$ cat src/rtl/core/ssp_pkg.sv
package ssp_pkg;

  localparam int MAX_NODES_DEF = 64;
  localparam int MAX_EDGES_DEF = 256;

  localparam int NODE_W  = 6;
  localparam int COUNT_W = 7;
  localparam int COST_W  = 16;
  localparam int DIST_W  = 32;
  localparam int IN_W    = 32;
  localparam int OUT_W   = 40;
  localparam int EDGE_W  = 2 * NODE_W + COST_W;

  // Input command codes as they arrive on the stream.
  localparam logic [1:0] CMD_CLEAR  = 2'd0;
  localparam logic [1:0] CMD_APPEND = 2'd1;
  localparam logic [1:0] CMD_RUN    = 2'd2;
  localparam logic [1:0] CMD_NONE   = 2'd3;

  // Register indexes on the configuration port.
  localparam logic REG_NODE_COUNT = 1'b0;
  localparam logic REG_START_NODE = 1'b1;

  localparam logic [COUNT_W-1:0] NODE_COUNT_RST = COUNT_W'(64);

  localparam logic signed [DIST_W-1:0] DIST_MAX = {1'b0, {(DIST_W-1){1'b1}}};
  localparam logic signed [DIST_W-1:0] DIST_MIN = {1'b1, {(DIST_W-1){1'b0}}};

  typedef struct packed {
    logic [1:0]               op;
    logic [NODE_W-1:0]        src;
    logic [NODE_W-1:0]        dst;
    logic signed [COST_W-1:0] weight;
  } cmd_t;

endpackage

$ cat src/rtl/core/ssp_front.sv
module ssp_front
  import ssp_pkg::*;
(
  input  logic              clk,
  input  logic              rst,
  input  logic              s_tvalid,
  output logic              s_tready,
  input  logic [IN_W-1:0]   s_tdata,   // src_node, dst_node, weight, zero pad
  input  logic [1:0]        s_tuser,   // command
  output logic              cmd_valid,
  input  logic              cmd_ready,
  output cmd_t              cmd
);

  cmd_t       q [2];
  logic       wr_ptr;
  logic       rd_ptr;
  logic [1:0] count;
  logic       push;
  logic       pop;
  cmd_t       incoming;

  assign s_tready = (count != 2'd2);

  // The unused command code CMD_NONE is dropped here and never reaches the back end.
  assign push = s_tvalid && s_tready && (s_tuser != CMD_NONE);
  assign pop  = cmd_valid && cmd_ready;

  always_comb begin
    incoming.op     = s_tuser;
    incoming.src    = s_tdata[NODE_W-1:0];
    incoming.dst    = s_tdata[2*NODE_W-1:NODE_W];
    incoming.weight = s_tdata[EDGE_W-1:2*NODE_W];
  end

  assign cmd_valid = (count != 2'd0);
  assign cmd       = q[rd_ptr];

  always_ff @(posedge clk) begin
    if (push) begin
      q[wr_ptr] <= incoming;
    end
    if (rst) begin
      wr_ptr <= 1'b0;
      rd_ptr <= 1'b0;
      count  <= 2'd0;
    end else begin
      if (push) begin
        wr_ptr <= ~wr_ptr;
      end
      if (pop) begin
        rd_ptr <= ~rd_ptr;
      end
      case ({push, pop})
        2'b10:   count <= count + 2'd1;
        2'b01:   count <= count - 2'd1;
        default: count <= count;
      endcase
    end
  end

endmodule

$ cat config.mk
export PLATFORM = sky130hd
export DESIGN_NAME = ssp_front
export DESIGN_NICKNAME = d
export VERILOG_FILES = /design/src/rtl/core/ssp_pkg.sv /design/src/rtl/core/ssp_front.sv
export SDC_FILE = /design/constraint.sdc
export NUM_CORES = 1
export LEC_CHECK = 0
export BUFFER_PORTS_ARGS = -buffer_cell sky130_fd_sc_hd__buf_2
export CORE_MARGIN = 3
export CORE_UTILIZATION = 35
export CTS_CLUSTER_SIZE = 40
export DETAILED_ROUTE_END_ITERATION = 10
export GPL_ROUTABILITY_DRIVEN = 0
export GPL_TIMING_DRIVEN = 0
export PLACE_DENSITY = 0.64
export SLEW_MARGIN = 10
export SYNTH_ARGS = -nofsm -noshare
export SYNTH_HDL_FRONTEND = slang
export SYNTH_SLANG_ARGS = --single-unit
$ cat constraint.sdc
create_clock -name clk -period 2.6 [get_ports clk]
set_input_delay 0.52 -clock clk [delete_from_list [all_inputs] [get_ports clk]]
set_output_delay 0.52 -clock clk [all_outputs]
set_load 0.01 [all_outputs]
==> impl_results.md <==
* Max Cap Viol at 0
* Clock tree buffer depth at 2
* Crit path time final at between 2000 and 2500 ps
* Syn-to-layout area delta at 28.5%
* Final-stage net count at about 240
* Grt ovf at 0
* Crit share post-route at 0.784
* Post-route cell area at 0.00306 mm2
* Sequential fraction of the synthesis area at 0.797
* PostCTS Resize Cnt at 0
* Final setup violating endpoints at 0
* Yosys reg bits at 65
* Fmax achieved at about 0.49 GHz
* Synth warn at 0
* Die Wd at slightly below 90 um
* Hold path depth at 1
* Most common cell after layout, fill and taps aside: buf_2
* Core area at between 0.006 and 0.007 mm2
* Run status: finished, final reports clean
* Post-Route WL at about 4200 um
* Synth Area per Inst at around 20 um2
* R2R setup slack at 900 ps
* HP Class: input port to register
* I/O Pins at 70
* H-tree levels at 3
* WP data required at 2080 ps
* Vias in the first global route at about 1200
* Setup bufs post-CTS at 0
* Drt pass-1 iters at 2
* # hold bufs at CTS at 0
* Post-DR wirelength/cell at ~15 um
* CTS Sinks at between 60 and 70
* Synthesized area at between 0.002 and 0.0025 mm2
* Initial DRC count at 65
* CP Launch Type: register
* Hold Violations, Final at 0
* Kind of critical path: register to primary output
* Reg2reg path depth at 5
* Fill cells at approximately 570
* Unique masters post-synth at 17
* Ant diodes at 0
* Initial antenna violation count at 0
* GR Util All Layers at 0.115
* Worst Clk Skew at around 4.2 ps
* Max_slew headroom at 0.821
* Vias at 1293
* Fin Hold WS at between 300 and 400 ps
* Clock latency on the worst-skew pair at ~330 ps
* Initial Utilization at 0.369
* PortBufs at between 60 and 70
* Setup_tns at 0 ps
* Hold path startpoint: s_tdata[5]
* Post-Synthesis Cells at 119
* DIE AREA at between 0.007 and 0.008 mm2
* Leak at 0.00115 uW
* Cell Rows at 29
* Sequential cell area at 0.00190 mm2
* First-pass GRT wire length at 6330 um
* Post-layout util at 0.474
* Pwr/cell area at 955 mW/mm2
* Root Buffer: clkbuf_8
* RR Endpoint: count[1]$_SDFFE_PP0P_
* Clock transition at path regs at ~70 ps
* Area occupied by multi-input gates at approximately 480 um2
* VDD IR max at about 0.41 mV
* DRC at 0
* Largest net degree at the start of global routing at 26
* Most frequent cells in the layout: 68 x buf_2, 60 x edfxtp_1, 31 x mux2_2
* Critical Path End Type: primary output
* CTS tree: built
* Slew Limit Fails at 0
* Layout cell share with drive strength beyond 1 at 0.599
* DP HPWL at 2810 um
* RSZ-0062 raised after global routing: false
* Slew of the pin with the lowest slew margin at approximately 270 ps
* Vias per std cell at between 4 and 5
* CP Max Fanout at 10
* Syn nets at roughly 160
* Placed cell area at ~0.0029 mm2
* Die height at between 80 and 90 um
* Worst reg2reg startpoint: count[0]$_SDFFE_PP0P_
* Post-route antenna net violation count at 0
* CTS buffer count at 9
* Crit path DAT at around 1500 ps
* Hold Path End: q[1][27]$_DFFE_PP_
area by class of cell:
class                   count  share of cell area
flip-flops and latches     65               0.621
multi-input cells          50               0.156
repair buffers             67               0.119
clock buffers               9              0.0404
well taps                  77              0.0314
clock inverters             7              0.0257
plain buffers               3             0.00490
inverters                   1             0.00122
power breakdown:
| part | switching [uW] | total (uW) | internal (uW) | leakage, uW |
|---|---|---|---|---|
| Combinational | 372 | 734 | 362 | 0.000453 |
| Clock | 408 | 860 | 452 | 0.000104 |
| Sequential | 44.7 | 1330 | 1290 | 0.000597 |
sequential cells by signal, indices dropped and copies added, names as in the netlist, named ones only:
name and count:
q 60, count 2, rd_ptr 1, wr_ptr 1
stage by stage:
stage / power, uW / worst slack [ps] / instances
2_1_floorplan: 1810 / 187 / 119
3_3_place_gp: 2080 / -829 / 261
3_5_place_dp: 2110 / 771 / 263
4_1_cts: 2980 / 503 / 279
5_1_grt: 3090 / 460 / 279
6_report: 2930 / 561 / 279
synthesized netlist by cell type:
master,instances,area (um2)
nand2_1,1,3.75
mux2_2,31,349
inv_1,1,3.75
buf_2,3,15.0
or3_1,1,6.26
nor2_1,7,26.3
edfxtp_1,60,1800
xnor2_1,2,17.5
nand3_2,1,10.0
a21oi_1,1,5.00
nand2b_1,1,6.26
dfxtp_1,5,100
xor2_1,1,8.76
or2_2,1,6.26
o21ai_0,1,5.00
o21a_1,1,7.51
ha_1,1,12.5
critical path, cell delays in order (launching register included):
cell	delay (ps)
dfxtp_1	370
buf_2	300
mux2_2	380
buf_2	140
kinds of logic (layout without fill, tap and decap cells):
kind of cell | Yosys count | count (layout) | share of synthesized area
XOR/XNOR | 3 | 3 | 0.0110
AO/OA/AOI/OAI | 3 | 3 | 0.00734
adder cells (fa/ha/maj) | 1 | 1 | 0.00525
buffers and inverters | 4 | 87 | 0.00787
multiplexers | 31 | 31 | 0.146
flip-flops | 65 | 65 | 0.797
AND/OR/NAND/NOR | 12 | 12 | 0.0247
per-layer routing:
metal | global-route usage | up-vias | part of all wire
met2 | 0.177 | 43 | 0.48
li1 | - | 617 | -
met1 | 0.136 | 627 | 0.43
met5 | 0 | - | 0
met4 | 0.0824 | 0 | 0.017
met3 | 0.0363 | 6 | 0.066
how the worst max path moves through the flow:
stage | startpoint | to | slack [ps] | cells past startpoint
after floorplan | count[0]$_SDFFE_PP0P_ | q[0][0]$_DFFE_PP_ | 190 | 3
after global placement | s_tuser[1] | q[1][11]$_DFFE_PP_ | -830 | 4
after detailed placement | s_tuser[1] | count[1]$_SDFFE_PP0P_ | 770 | 6
after CTS | register | cmd[19] | 500 | 3
after global routing | register | cmd[19] | 460 | 3
final | register | cmd[19] | 560 | 3
No activity file was read; power rests on OpenSTA's default activity.
